## src/kvl_pkg.sv

```systemverilog
// ----------------------------------------------------------------------------
// kvl_pkg
// Types and constants shared by the keyframe interpolator.
// ----------------------------------------------------------------------------
package kvl_pkg;

  localparam int unsigned VAL_W = 32;
  localparam int unsigned SLOT_W = 6;
  localparam int unsigned CNT_W = 7;
  localparam int unsigned FRAC_W = 16;

  localparam logic MODE_LOAD = 1'b0;
  localparam logic MODE_QUERY = 1'b1;

  typedef struct packed {
    logic              mode;
    logic [SLOT_W-1:0] key_slot;
    logic [VAL_W-1:0]  key_time;
    logic [VAL_W-1:0]  key_x;
    logic [VAL_W-1:0]  key_y;
    logic [VAL_W-1:0]  key_z;
    logic [VAL_W-1:0]  query_time;
  } in_item_t;

  typedef struct packed {
    logic [VAL_W-1:0]  out_x;
    logic [VAL_W-1:0]  out_y;
    logic [VAL_W-1:0]  out_z;
    logic [SLOT_W-1:0] segment;
  } out_item_t;

  // one key as it travels down the cell row
  typedef struct packed {
    logic [VAL_W-1:0] t;
    logic [VAL_W-1:0] x;
    logic [VAL_W-1:0] y;
    logic [VAL_W-1:0] z;
  } key_t;

  // control passed from sequencer to every cell
  typedef struct packed {
    logic load;
    logic shift;
  } cell_ctl_t;

endpackage

```

## src/kvl_key_cell.sv

```systemverilog
// ----------------------------------------------------------------------------
// kvl_key_cell
// One table entry. Loads its key when addressed and, while the table
// rotates, takes the key of its upper neighbour, so entry 0 sees every key.
// ----------------------------------------------------------------------------
module kvl_key_cell (
  input  logic              clk,
  input  kvl_pkg::cell_ctl_t ctl,
  input  logic              sel,
  input  kvl_pkg::key_t     load_key,
  input  kvl_pkg::key_t     next_key,
  output kvl_pkg::key_t     key
);
  import kvl_pkg::*;

  key_t key_r;

  always_ff @(posedge clk) begin
    if (ctl.load && sel) begin
      key_r <= load_key;
    end else if (ctl.shift) begin
      key_r <= next_key;
    end
  end

  assign key = key_r;

endmodule

```

## config.mk

```make
export PLATFORM = sky130hd
export DESIGN_NAME = kvl_key_cell
export DESIGN_NICKNAME = d
export VERILOG_FILES = /design/src/kvl_pkg.sv /design/src/kvl_key_cell.sv
export SDC_FILE = /design/constraint.sdc
export NUM_CORES = 1
export LEC_CHECK = 0
export BUFFER_PORTS_ARGS = -buffer_cell sky130_fd_sc_hd__buf_2
export CORE_AREA = 3 3 151 153
export DETAILED_ROUTE_END_ITERATION = 12
export DIE_AREA = 0 0 154 156
export SETUP_SLACK_MARGIN = 0.1
export SYNTH_ARGS = -nofsm -noshare
export SYNTH_HDL_FRONTEND = slang
export SYNTH_SLANG_ARGS = --single-unit
```

## constraint.sdc

```tcl
create_clock -name clk -period 8.65 [get_ports clk]
set_input_delay 1.73 -clock clk [delete_from_list [all_inputs] [get_ports clk]]
set_output_delay 1.73 -clock clk [all_outputs]
set_load 0.02 [all_outputs]
```

==> results of run 1 <==
-- layout make-up --
class	count	area (µm²)	share of cell area
Timing Repair Buffer	389	1950	0.225
Sequential cell	128	3840	0.443
Clock buffer	18	429	0.0495
Tap cell	280	350	0.0404
Multi-Input combinational cell	130	1880	0.217
Clock inverter	13	211	0.0244
-- through the flow --
step	utilization	total power [mW]	setup slack [ns]	hold slack, ns
2_1_floorplan	-	1.00	3.12	1.95
3_3_place_gp	0.370	1.13	4.17	2.03
3_5_place_dp	0.370	1.14	4.16	2.03
4_1_cts	0.400	1.93	4.59	1.60
5_1_grt	0.400	1.99	4.46	1.59
6_report	0.400	1.90	4.65	1.62
-- cells in the mapped netlist --
master	count	area, µm²
mux2_4	109	1640
mux2_2	19	214
nand2_2	1	6.26
buf_12	11	220
buf_6	2	22.5
edfxtp_1	128	3840
nand2b_1	1	6.26
buf_2	1	5.00
-- power by group --
group          internal (mW)  total (mW)  leakage (nW)  switching (mW)
clock network          0.512       0.781         0.301           0.269
registers              0.767       0.784          1.28          0.0176
logic                  0.154       0.334          2.60           0.180
-- worst paths after layout --
| check | start | end | slack [ns] | cells after the start |
|---|---|---|---|---|
| hold / removal | load_key[31] | key[31]$_DFFE_PP_ | 1.62 | 2 |
| setup / recovery | ctl[1] | key[91]$_DFFE_PP_ | 4.65 | 4 |
-- metal layers --
layer / vias to the layer above / part of all wire / track usage
met4: 0 / 0.0092 / 0.0307
met3: 8 / 0.081 / 0.0427
met2: 198 / 0.54 / 0.220
met1: 1774 / 0.37 / 0.134
li1: 1862 / - / -
met5: - / 0 / 0
-- kinds of logic after synthesis --
| kind of cell | after synthesis | share of synthesized area |
|---|---|---|
| simple gates | 2 | 0.00210 |
| flops | 128 | 0.646 |
| buf+inv | 14 | 0.0416 |
| mux | 128 | 0.311 |
-- cells in the final DEF, fill, tap and decap left out --
cell / instances
buf_2: 387
edfxtp_1: 128
mux2_4: 109
mux2_2: 19
clkbuf_16: 17
bufinv_16: 5
clkinvlp_4: 3
clkinv_4: 2
inv_6: 2
buf_4: 2
nand2_8: 1
nand2b_4: 1
clkbuf_1: 1
clkinv_1: 1
==> results.sh, run 1 <==
export IMPL_slew_headroom=0.371
export IMPL_cts_buffer_depth=2
export IMPL_avgSynthCellArea_um2=21.9
export IMPL_layout_cells_non_filler=958
export IMPL_largest_reg_flops=128
export IMPL_cp_num_buf_inv=2
export IMPL_hold_viol_final=0
export IMPL_synth_area_mm2=0.00595
export IMPL_grt_pass1_wl_um=22200
export IMPL_cts_inserted_buffers=17
export IMPL_crit_chain="buf_2, nand2_8, nand2b_4, buf_4"
export IMPL_grt_use_total=0.120
export IMPL_place_area_mm2=0.00803
export IMPL_dieArea_mm2=0.0240
export IMPL_powerDensity_mw_per_mm2=219
export IMPL_io_buffers=387
export IMPL_ys_types=8
export IMPL_dieWidth_um=154
export IMPL_cp_top_family="simple AND/OR/NAND/NOR gates"
export IMPL_cts_root_buffer="clkbuf_16"
export IMPL_rows=54
export IMPL_n_antenna_cell=0
export IMPL_tns_ns=0
export IMPL_status="completed"
export IMPL_synth_nets=532
export IMPL_drtIter0Drc=145
export IMPL_dieHeight_um=156
export IMPL_hpwlAfterDp_um=11800
export IMPL_finalMaxSlewViolations=0
export IMPL_path_class="primary input to flop"
export IMPL_fmax_mhz=250
export IMPL_cts_tree="built"
export IMPL_ios=388
export IMPL_ctsHoldBuffers=0
export IMPL_drc=0
export IMPL_seq_area_frac_synth=0.646
export IMPL_worst_pin_slew_ns=0.944
export IMPL_layout_drive_gt1_share=0.808
export IMPL_ir_drop_mv=0.112
export IMPL_antenna_found_initial=0
export IMPL_gp_congestion=0.730
export IMPL_cp_start_kind="primary input"
export IMPL_drt_total_wl_um=15300
export IMPL_fillCellCount=2050
export IMPL_post_place_cells=927
export IMPL_wl_per_cell_um=15.9
export IMPL_coreArea_mm2=0.0217
export IMPL_period_share=0.463
export IMPL_yosysWarnings=0
export IMPL_ant_nets=0
export IMPL_fin_nets=926
export IMPL_overflow=0
export IMPL_critPathMaxFanout=76
export IMPL_slowest_delay_ns=0.86
export IMPL_min_period_ns=4.00
export IMPL_rsz0062_at_grt="false"
export IMPL_areaGrowthSynthToFinish_pct=45.6
export IMPL_stdcell_area_mm2=0.00867
export IMPL_hp_class="primary input to flop"
export IMPL_cts_sinks=128
export IMPL_cts_setup_buffers=0
export IMPL_final_setup_viol_count=0
export IMPL_clk_pin_slew_ns=0.06
export IMPL_num_vias=3842
export IMPL_slowest_stage="nand2b_4"
export IMPL_cts_htree_levels=4
export IMPL_initial_core_util=0.275
export IMPL_cp_arrival_ns=4.03
export IMPL_avgViaCountPerCell=4.01
export IMPL_first_pass_iters=4
export IMPL_grt_pass1_vias=3972
export IMPL_end_kind="flop"
export IMPL_grt_max_degree=77
export IMPL_ys_ff_latch=128
export IMPL_cellLeakagePower_nw=4.18
export IMPL_synth_cells=272
export IMPL_critPathRequiredTime_ns=8.68
export IMPL_max_cap_violations=0
export IMPL_post_cts_resized_instances=0
Power figures use the tool's default switching activity.
==> inputs of run 2 (changes only) <==
==> constraint.sdc (replaced) <==
create_clock -name clk -period 3.4 [get_ports clk]
set_input_delay 0.68 -clock clk [delete_from_list [all_inputs] [get_ports clk]]
set_output_delay 0.68 -clock clk [all_outputs]
set_load 0.02 [all_outputs]
==> results.sh, run 2 (synthesis gave the netlist of run 1 again) <==
export IMPL_status="completed"
export IMPL_io_buffers=387
export IMPL_min_period_ns=1.88
export IMPL_initial_core_util=0.275
export IMPL_dieArea_mm2=0.0240
export IMPL_cts_htree_levels=4
export IMPL_layout_cells_non_filler=962
export IMPL_cts_inserted_buffers=17
export IMPL_fin_nets=929
export IMPL_overflow=0
export IMPL_grt_use_total=0.125
export IMPL_stdcell_area_mm2=0.00872
export IMPL_post_place_cells=930
export IMPL_rsz0062_at_grt="false"
export IMPL_max_cap_violations=0
export IMPL_clk_pin_slew_ns=0.06
export IMPL_gp_congestion=0.776
export IMPL_worst_pin_slew_ns=0.703
export IMPL_cts_root_buffer="clkbuf_16"
export IMPL_cp_start_kind="primary input"
export IMPL_wl_per_cell_um=16.4
export IMPL_hpwlAfterDp_um=12200
export IMPL_cts_tree="built"
export IMPL_drc=0
export IMPL_drt_total_wl_um=15700
export IMPL_cts_buffer_depth=2
export IMPL_dieWidth_um=154
export IMPL_sw_frac_of_total=0.246
export IMPL_seq_area_mm2=0.00384
export IMPL_fmax_mhz=531
export IMPL_ant_nets=0
export IMPL_final_cell_mix="buf_2 (387), edfxtp_1 (128), mux2_4 (109)"
export IMPL_utilization=0.402
export IMPL_internal_power_mw=3.65
export IMPL_worst_slack_ns=1.52
export IMPL_largest_reg_flops=128
export IMPL_slew_headroom=0.532
export IMPL_grt_pass1_vias=4081
export IMPL_switchingPower_mw=1.19
export IMPL_powerDensity_mw_per_mm2=555
export IMPL_areaGrowthSynthToFinish_pct=46.5
export IMPL_worstHoldStart="load_key[42]"
export IMPL_place_area_mm2=0.00808
export IMPL_pwr_share_clk=0.412
export IMPL_ir_drop_mv=0.328
export IMPL_final_setup_viol_count=0
export IMPL_layout_drive_gt1_share=0.808
export IMPL_whs_ns=0.567
export IMPL_fillCellCount=2064
export IMPL_critPathMaxFanout=69
export IMPL_drtIter0Drc=126
export IMPL_min_path_cells=2
export IMPL_multi_input_area_mm2=0.00188
export IMPL_antenna_found_initial=0
export IMPL_p_total_mw=4.84
export IMPL_cts_setup_buffers=0
export IMPL_grt_max_degree=75
export IMPL_cp_arrival_ns=2.04
export IMPL_ctsHoldBuffers=0
export IMPL_cellLeakagePower_nw=4.20
export IMPL_first_pass_iters=4
export IMPL_num_vias=3947
export IMPL_rows=54
export IMPL_combPwrFrac=0.177
export IMPL_hold_viol_final=0
export IMPL_post_cts_resized_instances=0
export IMPL_cts_sinks=128
export IMPL_hp_class="primary input to flop"
export IMPL_end_kind="flop"
export IMPL_critPathRequiredTime_ns=3.55
export IMPL_coreArea_mm2=0.0217
export IMPL_period_share=0.554
export IMPL_pre_cts_slack_ns=1.05
export IMPL_grt_pass1_wl_um=22900
export IMPL_dieHeight_um=156
export IMPL_avgViaCountPerCell=4.10
export IMPL_pwr_share_seq=0.411
export IMPL_n_antenna_cell=0
export IMPL_whs_endpoint="key[42]$_DFFE_PP_"
export IMPL_ios=388
export IMPL_final_common_cell="buf_2"
export IMPL_path_class="primary input to flop"
export IMPL_tns_ns=0
export IMPL_finalMaxSlewViolations=0
## run 2: final cells by class
cell class,count,area share
multi-input cells,130,0.216
clock buffers,20,0.0501
well taps,280,0.0402
repair buffers,392,0.229
clock inverters,12,0.0238
flip-flops and latches,128,0.441
## run 2: worst max-delay path by stage
stage / depth (start not counted) / to / slack (ns) / start
finish: 4 / key[80]$_DFFE_PP_ / 1.52 / sel
global route: 4 / key[14]$_DFFE_PP_ / 1.45 / ctl[1]
CTS: 4 / key[8]$_DFFE_PP_ / 1.52 / ctl[1]
detailed placement: 4 / key[8]$_DFFE_PP_ / 1.05 / ctl[1]
global placement: 4 / key[16]$_DFFE_PP_ / 1.08 / sel
floorplan: 4 / key[0]$_DFFE_PP_ / 0.37 / ctl[1]
## run 2: power groups by stage
stage                     clock network (mW)  logic [mW]  registers, mW
final                                   2.00       0.856           1.99
after global routing                    2.14       0.911           2.01
after CTS                               2.07       0.873           1.99
after detailed placement                   0       0.871           2.02
after global placement                     0       0.863           2.02
after floorplan                            0       0.275           2.27
## run 2: worst max-delay path, cell delays in order
cell	delay [ns]
buf_2	0.14
nand2_8	0.31
buf_12	0.41
mux2_4	0.35
## run 2: layer usage
metal  up-vias  GRT usage  routed length [µm]
met5         -          0                   0
met3        13     0.0444                1260
met2       209      0.223                8450
li1       1868          -                   -
met4         0     0.0408                 221
met1      1857      0.139                5820
