[src/kvl_pkg.sv]
// ----------------------------------------------------------------------------
// kvl_pkg
// Types and constants shared by the keyframe interpolator.
// ----------------------------------------------------------------------------
package kvl_pkg;

  localparam int unsigned VAL_W = 32;
  localparam int unsigned SLOT_W = 6;
  localparam int unsigned CNT_W = 7;
  localparam int unsigned FRAC_W = 16;

  localparam logic MODE_LOAD = 1'b0;
  localparam logic MODE_QUERY = 1'b1;

  typedef struct packed {
    logic              mode;
    logic [SLOT_W-1:0] key_slot;
    logic [VAL_W-1:0]  key_time;
    logic [VAL_W-1:0]  key_x;
    logic [VAL_W-1:0]  key_y;
    logic [VAL_W-1:0]  key_z;
    logic [VAL_W-1:0]  query_time;
  } in_item_t;

  typedef struct packed {
    logic [VAL_W-1:0]  out_x;
    logic [VAL_W-1:0]  out_y;
    logic [VAL_W-1:0]  out_z;
    logic [SLOT_W-1:0] segment;
  } out_item_t;

  // one key as it travels down the cell row
  typedef struct packed {
    logic [VAL_W-1:0] t;
    logic [VAL_W-1:0] x;
    logic [VAL_W-1:0] y;
    logic [VAL_W-1:0] z;
  } key_t;

  // control passed from sequencer to every cell
  typedef struct packed {
    logic load;
    logic shift;
  } cell_ctl_t;

endpackage

[src/kvl_divider.sv]
// ----------------------------------------------------------------------------
// kvl_divider
// Restoring divider, one quotient bit a cycle: (num << 16) / den, 16 bits.
// ----------------------------------------------------------------------------
module kvl_divider (
  input  logic                         clk,
  input  logic                         rst_n,
  input  logic                         start,
  input  logic [kvl_pkg::VAL_W-1:0]    num,
  input  logic [kvl_pkg::VAL_W-1:0]    den,
  output logic                         done,
  output logic [kvl_pkg::FRAC_W-1:0]   quo
);
  import kvl_pkg::*;

  logic [VAL_W:0]    rem_r, rem_nxt;
  logic [VAL_W-1:0]  den_r;
  logic [FRAC_W-1:0] quo_r, quo_nxt;
  logic [4:0]        cnt_r;
  logic              run_r, done_r;
  logic [VAL_W:0]    trial;

  // num < den holds, so the integer part is zero
  always_comb begin
    trial = {rem_r[VAL_W-1:0], 1'b0};
    rem_nxt = trial;
    quo_nxt = {quo_r[FRAC_W-2:0], 1'b0};
    if (trial >= {1'b0, den_r}) begin
      rem_nxt = trial - {1'b0, den_r};
      quo_nxt[0] = 1'b1;
    end
  end

  always_ff @(posedge clk) begin
    if (!rst_n) begin
      run_r <= 1'b0;
      done_r <= 1'b0;
      cnt_r <= '0;
    end else begin
      done_r <= 1'b0;
      if (start) begin
        run_r <= 1'b1;
        cnt_r <= '0;
      end else if (run_r) begin
        cnt_r <= cnt_r + 5'd1;
        if (cnt_r == 5'(FRAC_W - 1)) begin
          run_r <= 1'b0;
          done_r <= 1'b1;
        end
      end
    end
  end

  always_ff @(posedge clk) begin
    if (start) begin
      rem_r <= {1'b0, num};
      den_r <= den;
      quo_r <= '0;
    end else if (run_r) begin
      rem_r <= rem_nxt;
      quo_r <= quo_nxt;
    end
  end

  assign done = done_r;
  assign quo = quo_r;

endmodule

[config.mk]
export PLATFORM = sky130hd
export DESIGN_NAME = kvl_divider
export DESIGN_NICKNAME = d
export VERILOG_FILES = /design/src/kvl_pkg.sv /design/src/kvl_divider.sv
export SDC_FILE = /design/constraint.sdc
export NUM_CORES = 1
export LEC_CHECK = 0
export BUFFER_PORTS_ARGS = -buffer_cell sky130_fd_sc_hd__buf_2
export CORE_MARGIN = 4
export CORE_UTILIZATION = 35
export CTS_BUF_LIST = sky130_fd_sc_hd__clkbuf_16
export CTS_CLUSTER_SIZE = 14
export DETAILED_ROUTE_END_ITERATION = 12
export PLACE_DENSITY = 0.61
export SYNTH_ARGS = -nofsm -noshare
export SYNTH_HDL_FRONTEND = slang
export SYNTH_SLANG_ARGS = --single-unit
[constraint.sdc]
create_clock -name clk -period 3.95 [get_ports clk]
set_clock_uncertainty 0.2 [all_clocks]
set_input_delay 0.79 -clock clk [delete_from_list [all_inputs] [get_ports clk]]
set_output_delay 0.79 -clock clk [all_outputs]
set_load 0.1 [all_outputs]
==> flow_summary.ini, run 1 <==
[critical_path]
crit_required_ns = 3.81
worstPathCellList = ha_1 -> a21o_1 -> a21oi_1 -> a2111oi_4 -> o31ai_2 -> a211oi_2 -> o211ai_2 -> and2_4 -> o311ai_1
cpPeakStageDelay_ns = 0.49
crit_family = compound AO/OA/AOI/OAI gates
cp-end-kind = flop
critPathKind = reg -> reg
crit_path_start_kind = flop
crit_fanout = 32
cp_data_arrival_time_ns = 3.40
cp_slowest_cell = and2_4
cp_num_buf_inv = 0

[synth]
syn_area_per_cell_um2 = 9.806
ys_seq_elements = 87
synthCells = 566
synth-edff-count = 64
yosysWarnings = 0
ys_top_cells_by_area = edfxtp_1 35%, dfxtp_1 8.3%, ha_1 7.7%, nand2_1 3.2%, o311ai_1 3.0%
synth.distinct_cells = 63
syn-cell-area_um2 = 5550
syn_nets = 668
dominantRegCellSynth = edfxtp_1
synth-async-reset-ratio_pct = 0
synth_top_area_cell = edfxtp_1
synth_top_area_share_pct = 34.63
seq_area_frac_synth_pct = 42.92

[floorplan]
die_area_um2 = 17940
rows = 45
ios = 84
start_util_pct = 36.11
fp.dieH_um = 133.9
die_w_um = 133.9
core_area_um2 = 15370

[detailed_routing]
wl_mm = 13.52
vias = 4439
drt-pass1-iter-count = 6
drt_iter0_markers = 214
wire_per_inst_um = 16.15
route.detailed.drc = 0
viasPerCell = 5.303
ant_nets = 0

[cells_and_area]
final_nets = 723
diodes = 0
final_common_cell = buf_2
drive_gt1_share_pct = 18.53
syn_to_final_growth_pct = 14.54
final_cell_mix = 82 x buf_2, 64 x edfxtp_1, 47 x nand2_1

[power]
total_power_mw = 3.584
p_leak_nw = 2.692
power.density_nw_per_um2 = 563.8
peakVddDrop_mv = 0.2621

[placement]
pre_cts_slack_ns = 0.4461
dp_hpwl_mm = 9.718
io_buffer_count = 83
gp_congestion = 0.9345

[sta]
maxSlewViolCount = 0
tns_ns = 0
period_share_pct = 89.42
fmaxAchievable_mhz = 283.1
min_period_ns = 3.532
worstMarginPinSlew_ns = 0.8623
hold_viol_final = 0
setup_viol = 0
rsz0062_at_grt = false
relSlewSlack_pct = 42.51
layout_setup_ws_ns = 0.4178

[global_route]
track_usage_pct = 15.33
grt_max_degree = 67
gr-total-overflow = 0
grt_pass1_wl_mm = 22.60
antenna_found_initial = 0
grt_pass1_vias = 4576

[clocking]
cts_root_buf = clkbuf_16
cts_buffers = 9
path_clk_slew_ns = 0.07
cts_setup_buffers = 0
tritoncts = yes
cts_resized = 0
h-tree-depth = 3
ctsLongestPathBuffers = 2
clk_latency_ns = 0.36
cts_sinks = 87
ctsHoldBuffers = 0

[job]
cap_violations = 0

[worst_hold_path]
hp-class = reg -> reg

[run_status]
outcome = finished clean
-- worst register-to-register path: cells and delay by family, from the launching register on --
kind,cells,cell delay (ns)
adders and majority gates,1,0.38
AOI/OAI and AO/OA,7,1.76
and+or+nand+nor,1,0.50
DFF,1,0.40
-- synthesized netlist by cell type, types with 15 or more instances --
cell and n:
ha_1 34, nor2_1 38, buf_4 15, mux2i_1 16, edfxtp_1 64, inv_1 36
a21o_1 15, xor2_1 17, o311ai_1 19, a21oi_1 33, nand4_1 25, clkbuf_1 23
nand2_1 47, o21ai_0 17, dfxtp_1 23
-- state kept, by name (all words and copies together), names as in the netlist --
signal / cells
quo: 16
rem_r: 32
cnt_r: 5
done: 1
den_r: 32
run_r: 1
-- power by group --
part	internal, mW	switching (mW)
Clock	0.455	0.428
Combinational	0.594	0.879
Sequential	1.16	0.0737
-- worst paths after layout --
kind                    startpoint                    end  slack [ns]  cells past startpoint
max             rem_r[2]$_DFFE_PP_    rem_r[11]$_DFFE_PP_        0.42                      9
min          cnt_r[4]$_SDFFE_PP0P_  cnt_r[4]$_SDFFE_PP0P_        0.28                      2
max reg2reg     rem_r[2]$_DFFE_PP_    rem_r[11]$_DFFE_PP_        0.42                      9
min reg2reg  cnt_r[4]$_SDFFE_PP0P_  cnt_r[4]$_SDFFE_PP0P_        0.28                      2
-- cell families after synthesis --
group | synth area share, %
XOR/XNOR | 4.892
multiplexers | 3.088
AO/OA/AOI/OAI | 19.14
buffers and inverters | 6.875
adder cells (fa/ha/maj) | 8.025
AND/OR/NAND/NOR | 15.06
flip-flops | 42.92
-- routing by layer --
metal	GRT usage (%)	up-vias	part of all wire, %
li1	-	2200	-
met2	22.88	106	45
met1	21.79	2117	49
met5	0	-	0
met4	5.314	0	1.8
met3	3.601	16	4.8
-- final cells by class --
class | instances | area, um^2
flip-flops and latches | 87 | 2382
repair buffers | 90 | 470.5
multi-input cells | 396 | 2793
clock buffers | 9 | 225.2
inverters | 37 | 138.9
clock inverters | 7 | 83.83
well taps | 211 | 264.0
fillers | 1487 | 9014
-- per-stage QoR --
step                      cells  util (%)  instance area (um^2)  hold WS, ns
after global routing        837     41.36                  6357       0.3247
after detailed placement    821     39.35                  6048       0.2738
final                       837     41.36                  6357       0.2844
after floorplan             566         -                  5550       0.2563
after global placement      821     39.35                  6048       0.2651
after CTS                   837     41.36                  6357       0.2845
(Power assumes the default switching activity.)
==> inputs of run 2 (changes only) <==
--- a/config.mk
+++ b/config.mk
@@ -7,11 +7,11 @@
 export LEC_CHECK = 0
 export BUFFER_PORTS_ARGS = -buffer_cell sky130_fd_sc_hd__buf_2
 export CORE_MARGIN = 4
-export CORE_UTILIZATION = 35
+export CORE_UTILIZATION = 50
 export CTS_BUF_LIST = sky130_fd_sc_hd__clkbuf_16
 export CTS_CLUSTER_SIZE = 14
 export DETAILED_ROUTE_END_ITERATION = 12
-export PLACE_DENSITY = 0.61
+export PLACE_DENSITY = 0.79
 export SYNTH_ARGS = -nofsm -noshare
 export SYNTH_HDL_FRONTEND = slang
 export SYNTH_SLANG_ARGS = --single-unit
==> flow_summary.ini, run 2 (synthesized netlist as in run 1, its figures left out) <==
[critical_path]
reg2reg_slack_ns = 0.56
r2r_start = rem_r[2]$_DFFE_PP_
reg2reg_to = rem_r[26]$_DFFE_PP_
crit_path_start_kind = flop
cp-end-kind = flop
cp_num_buf_inv = 1
critPathKind = reg -> reg
crit_family = compound AO/OA/AOI/OAI gates
cpPeakStageDelay_ns = 0.42
reg2reg_depth = 10
worstPathCellList = ha_1 -> a21o_1 -> a21oi_1 -> a2111oi_4 -> o31ai_2 -> a211oi_2 -> o211ai_2 -> buf_4 -> a211oi_1 -> a311o_1
cp_slowest_cell = edfxtp_1
crit_fanout = 18
crit_required_ns = 3.86
cp-startpoint = rem_r[2]$_DFFE_PP_
cp_data_arrival_time_ns = 3.30

[clocking]
ctsLongestPathBuffers = 2
path_clk_slew_ns = 0.07
tritoncts = yes
cts_buffers = 9
cts_root_buf = clkbuf_16
clk_latency_ns = 0.36
cts_sinks = 87
cts_setup_buffers = 0
cts_resized = 0
ctsHoldBuffers = 0
h-tree-depth = 3

[sta]
hold_viol_final = 0
maxSlewViolCount = 0
period_share_pct = 85.92
fmaxAchievable_mhz = 294.6
setup_viol = 0
rsz0062_at_grt = false
min_period_ns = 3.394
tns_ns = 0
worstMarginPinSlew_ns = 0.8142
relSlewSlack_pct = 45.72

[floorplan]
core_area_um2 = 10840
fp.dieH_um = 113.4
rows = 38
ios = 84
die_area_um2 = 12850
die_w_um = 113.4
start_util_pct = 51.20

[worst_hold_path]
hold_start = cnt_r[4]$_SDFFE_PP0P_
hp-class = reg -> reg
hold_depth = 2
min_to = cnt_r[4]$_SDFFE_PP0P_

[power]
power.density_nw_per_um2 = 567.8
p_leak_nw = 2.698
peakVddDrop_mv = 0.3744
power_switching_mw = 1.334
total_power_mw = 3.564
swShare_pct = 37.41
intPower_mw = 2.231
p_seq_share_pct = 34.5
clock_power_share_pct = 24.4
comb_power_share_pct = 41.1

[detailed_routing]
ant_nets = 0
drt_iter0_markers = 317
vias = 4433
wl_mm = 12.84
viasPerCell = 5.787
drt-pass1-iter-count = 5
wire_per_inst_um = 16.76
route.detailed.drc = 0

[global_route]
track_usage_pct = 20.58
grt_pass1_wl_mm = 21.40
grt_max_degree = 82
grt_pass1_vias = 4485
gr-total-overflow = 0
antenna_found_initial = 0

[cells_and_area]
diodes = 0
drive_gt1_share_pct = 18.53
syn_to_final_growth_pct = 13.10
nFillCells = 960
final_common_cell = buf_2
final_cell_mix = 82 x buf_2, 64 x edfxtp_1, 47 x nand2_1
final_nets = 723

[job]
cap_violations = 0

[placement]
io_buffer_count = 83
gp_congestion = 0.8975
dp_hpwl_mm = 9.260

[run_status]
outcome = finished clean
-- run 2: cell types whose count changed in the layout (fill, tap and decap cells not counted), sizes merged --
cell and change:
clkbuf +1, clkinv -2, inv +1
-- run 2: how the worst max path moves through the flow --
stage | endpoint | slack [ns] | cells after the start
after floorplan | rem_r[26]$_DFFE_PP_ | 0.95 | 10
after global placement | rem_r[26]$_DFFE_PP_ | 0.77 | 10
after detailed placement | rem_r[26]$_DFFE_PP_ | 0.62 | 10
after CTS | rem_r[26]$_DFFE_PP_ | 0.57 | 10
after global routing | rem_r[26]$_DFFE_PP_ | 0.39 | 10
final | rem_r[26]$_DFFE_PP_ | 0.56 | 10
-- run 2: tightest hold or removal path, cell delays in order (launching register included) --
cell	delay, ns
dfxtp_1	0.32
nor2_1	0.08
a211oi_1	0.04
-- run 2: final cells by class --
type                    count  area (um^2)  share of cell area (%)
multi-input cells         396         2793                   44.49
flip-flops and latches     87         2382                   37.95
repair buffers             90        483.0                   7.694
clock buffers              10        250.2                   3.986
well taps                 140        175.2                   2.791
inverters                  37        138.9                   2.212
clock inverters             6        55.05                  0.8770
-- run 2: through the flow --
step	hold WS [ns]	utilization (%)	worst slack, ns	area (um^2)	cells
final	0.2877	57.91	0.5560	6277	766
after detailed placement	0.2793	55.09	0.6165	5972	750
after global routing	0.3362	57.91	0.3853	6277	766
after global placement	0.2661	55.09	0.7654	5972	750
after floorplan	0.2563	-	0.9539	5550	566
after CTS	0.2893	57.91	0.5653	6277	766
-- run 2: layer usage --
metal / track usage (%) / up-vias / routed length, um
li1: - / 2204 / -
met1: 27.00 / 2067 / 5762
met2: 33.37 / 146 / 6004
met3: 5.294 / 16 / 882
met4: 6.651 / 0 / 185
met5: 0 / - / 0
-- run 2: power by group through the flow --
stage	clock network, mW	registers [mW]	logic [mW]
after floorplan	0	1.22	1.14
after global routing	0.934	1.25	1.62
final	0.870	1.23	1.46
after CTS	0.890	1.23	1.45
after global placement	0	1.24	1.41
after detailed placement	0	1.25	1.44
==> inputs of run 3 (changes only) <==
--- a/config.mk
+++ b/config.mk
@@ -11,7 +11,7 @@
 export CTS_BUF_LIST = sky130_fd_sc_hd__clkbuf_16
 export CTS_CLUSTER_SIZE = 14
 export DETAILED_ROUTE_END_ITERATION = 12
-export PLACE_DENSITY = 0.79
+export PLACE_DENSITY = 0.82
 export SYNTH_ARGS = -nofsm -noshare
 export SYNTH_HDL_FRONTEND = slang
 export SYNTH_SLANG_ARGS = --single-unit
==> constraint.sdc (replaced) <==
create_clock -name clk -period 2.8 [get_ports clk]
set_clock_uncertainty 0.2 [all_clocks]
set_input_delay 0.56 -clock clk [delete_from_list [all_inputs] [get_ports clk]]
set_output_delay 0.56 -clock clk [all_outputs]
set_load 0.1 [all_outputs]
==> flow_summary.ini, run 3 (synthesized netlist as in run 1, its figures left out) <==
[sta]
layout_setup_ws_ns = -0.3138
min_period_ns = 3.114
holdWs_ns = 0.1702
fmaxAchievable_mhz = 321.1
hold_viol_final = 0
relSlewSlack_pct = 66.08
period_share_pct = 111.2
setup_viol = 33
rsz0062_at_grt = true
maxSlewViolCount = 0
worstMarginPinSlew_ns = 0.5088

[floorplan]
die_w_um = 113.4
die_area_um2 = 12850
ios = 84
fp.dieH_um = 113.4
core_area_um2 = 10840
rows = 38
start_util_pct = 51.20

[critical_path]
reg2reg_to = rem_r[18]$_DFFE_PP_
cp_num_buf_inv = 1
cp_data_arrival_time_ns = 3.02
reg2reg_slack_ns = -0.31
cpPeakStageDelay_ns = 0.48
worstPathCellList = ha_4 -> nand3_4 -> o21bai_4 -> a2111oi_4 -> o31ai_4 -> a211oi_2 -> o211ai_2 -> and2_4 -> buf_6 -> a311o_1
crit_required_ns = 2.71
r2r_start = rem_r[3]$_DFFE_PP_
reg2reg_depth = 10
crit_family = compound AO/OA/AOI/OAI gates
cp-end-kind = flop
critPathKind = reg -> reg
crit_path_start_kind = flop
cp_slowest_cell = edfxtp_1
crit_fanout = 4

[clocking]
ctsLongestPathBuffers = 2
cts_sinks = 87
ctsHoldBuffers = 0
tritoncts = yes
h-tree-depth = 3
path_clk_slew_ns = 0.08
clk_latency_ns = 0.36
cts_root_buf = clkbuf_16
cts_buffers = 9

[run_status]
violations = negative setup slack
outcome = complete, but fails checks

[cells_and_area]
diodes = 0
nFillCells = 754
stdcell_count = 863
final_nets = 820
syn_to_final_growth_pct = 39.68
drive_gt1_share_pct = 37.34
final_cell_mix = 90 x buf_4, 82 x buf_2, 64 x edfxtp_1
final_common_cell = buf_4

[detailed_routing]
wl_mm = 16.06
ant_nets = 0
drt-pass1-iter-count = 6
viasPerCell = 5.892
drt_iter0_markers = 493
vias = 5085
route.detailed.drc = 0
wire_per_inst_um = 18.61

[worst_hold_path]
hold_start = den[22]
hp-class = in -> reg
hold_depth = 1
min_to = den_r[22]$_DFFE_PP_

[placement]
io_buffer_count = 83
place_inst = 830
gp_congestion = 0.9499
dp_hpwl_mm = 10.59

[global_route]
track_usage_pct = 25.10
gr-total-overflow = 0
grt_max_degree = 33
grt_pass1_wl_mm = 25.87
grt_pass1_vias = 5277
antenna_found_initial = 0

[job]
cap_violations = 0

[power]
peakVddDrop_mv = 0.6185
power.density_nw_per_um2 = 824.7
p_leak_nw = 3.341
run 3: cell count changes in the layout (fill, tap and decap cells not counted), sizes merged:
cell	delta
buf	+96
bufbuf	+1
clkbuf	-1
clkinv	+1
run 3: worst max-delay path by stage:
stage	startpoint	end	slack [ns]	cells after the start
after CTS	rem_r[3]$_DFFE_PP_	rem_r[18]$_DFFE_PP_	-0.26	10
after detailed placement	rem_r[3]$_DFFE_PP_	rem_r[21]$_DFFE_PP_	-0.30	11
final	rem_r[3]$_DFFE_PP_	rem_r[18]$_DFFE_PP_	-0.31	10
after global placement	rem_r[5]$_DFFE_PP_	rem_r[26]$_DFFE_PP_	-0.17	9
after floorplan	rem_r[3]$_DFFE_PP_	rem_r[26]$_DFFE_PP_	-0.10	10
after global routing	rem_r[2]$_DFFE_PP_	rem_r[12]$_DFFE_PP_	-0.39	11
run 3: per-stage QoR:
step / worst slack (ns) / power [mW] / area [um^2] / setup TNS [ns] / util [%]
CTS: -0.2585 / 6.105 / 7570 / -6.616 / 69.83
floorplan: -0.1042 / 3.361 / 5599 / -0.6752 / -
global placement: -0.1669 / 4.253 / 6643 / -3.300 / 61.28
global route: -0.3869 / 6.739 / 7752 / -10.95 / 71.51
finish: -0.3138 / 6.394 / 7752 / -8.507 / 71.51
detailed placement: -0.2981 / 4.337 / 6643 / -6.567 / 61.28
run 3: area by class of cell:
class	instances	area, um^2	share of cell area (%)
Multi-Input combinational cell	396	3441	44.38
Clock inverter	7	71.32	0.9199
Tap cell	140	175.2	2.260
Inverter	37	138.9	1.791
Clock buffer	9	225.2	2.905
Sequential cell	87	2382	30.73
Timing Repair Buffer	187	1319	17.01
run 3: metal layers:
layer  up-vias  GRT usage, %  routed length (um)  part of all wire (%)
li1       2402             -                   -                     -
met1      2461         30.71                6733                    42
met2       184         43.21                7976                    50
met3        38         5.882                1000                   6.2
met4         0         9.135                 354                   2.2
met5         -             0                   0                     0
run 3: power breakdown:
group	total [mW]	internal, mW	switching, mW
clock	1.20	0.630	0.572
sequential	1.78	1.63	0.144
combinational	3.42	1.64	1.77
total	6.39	3.91	2.49
run 3: repair_timing:
action	in CTS	in global routing
cloned	2	0
resized for setup	67	25
pin swaps	44	12
buffers inserted	16	4
endpoints found under the setup margin	33	33
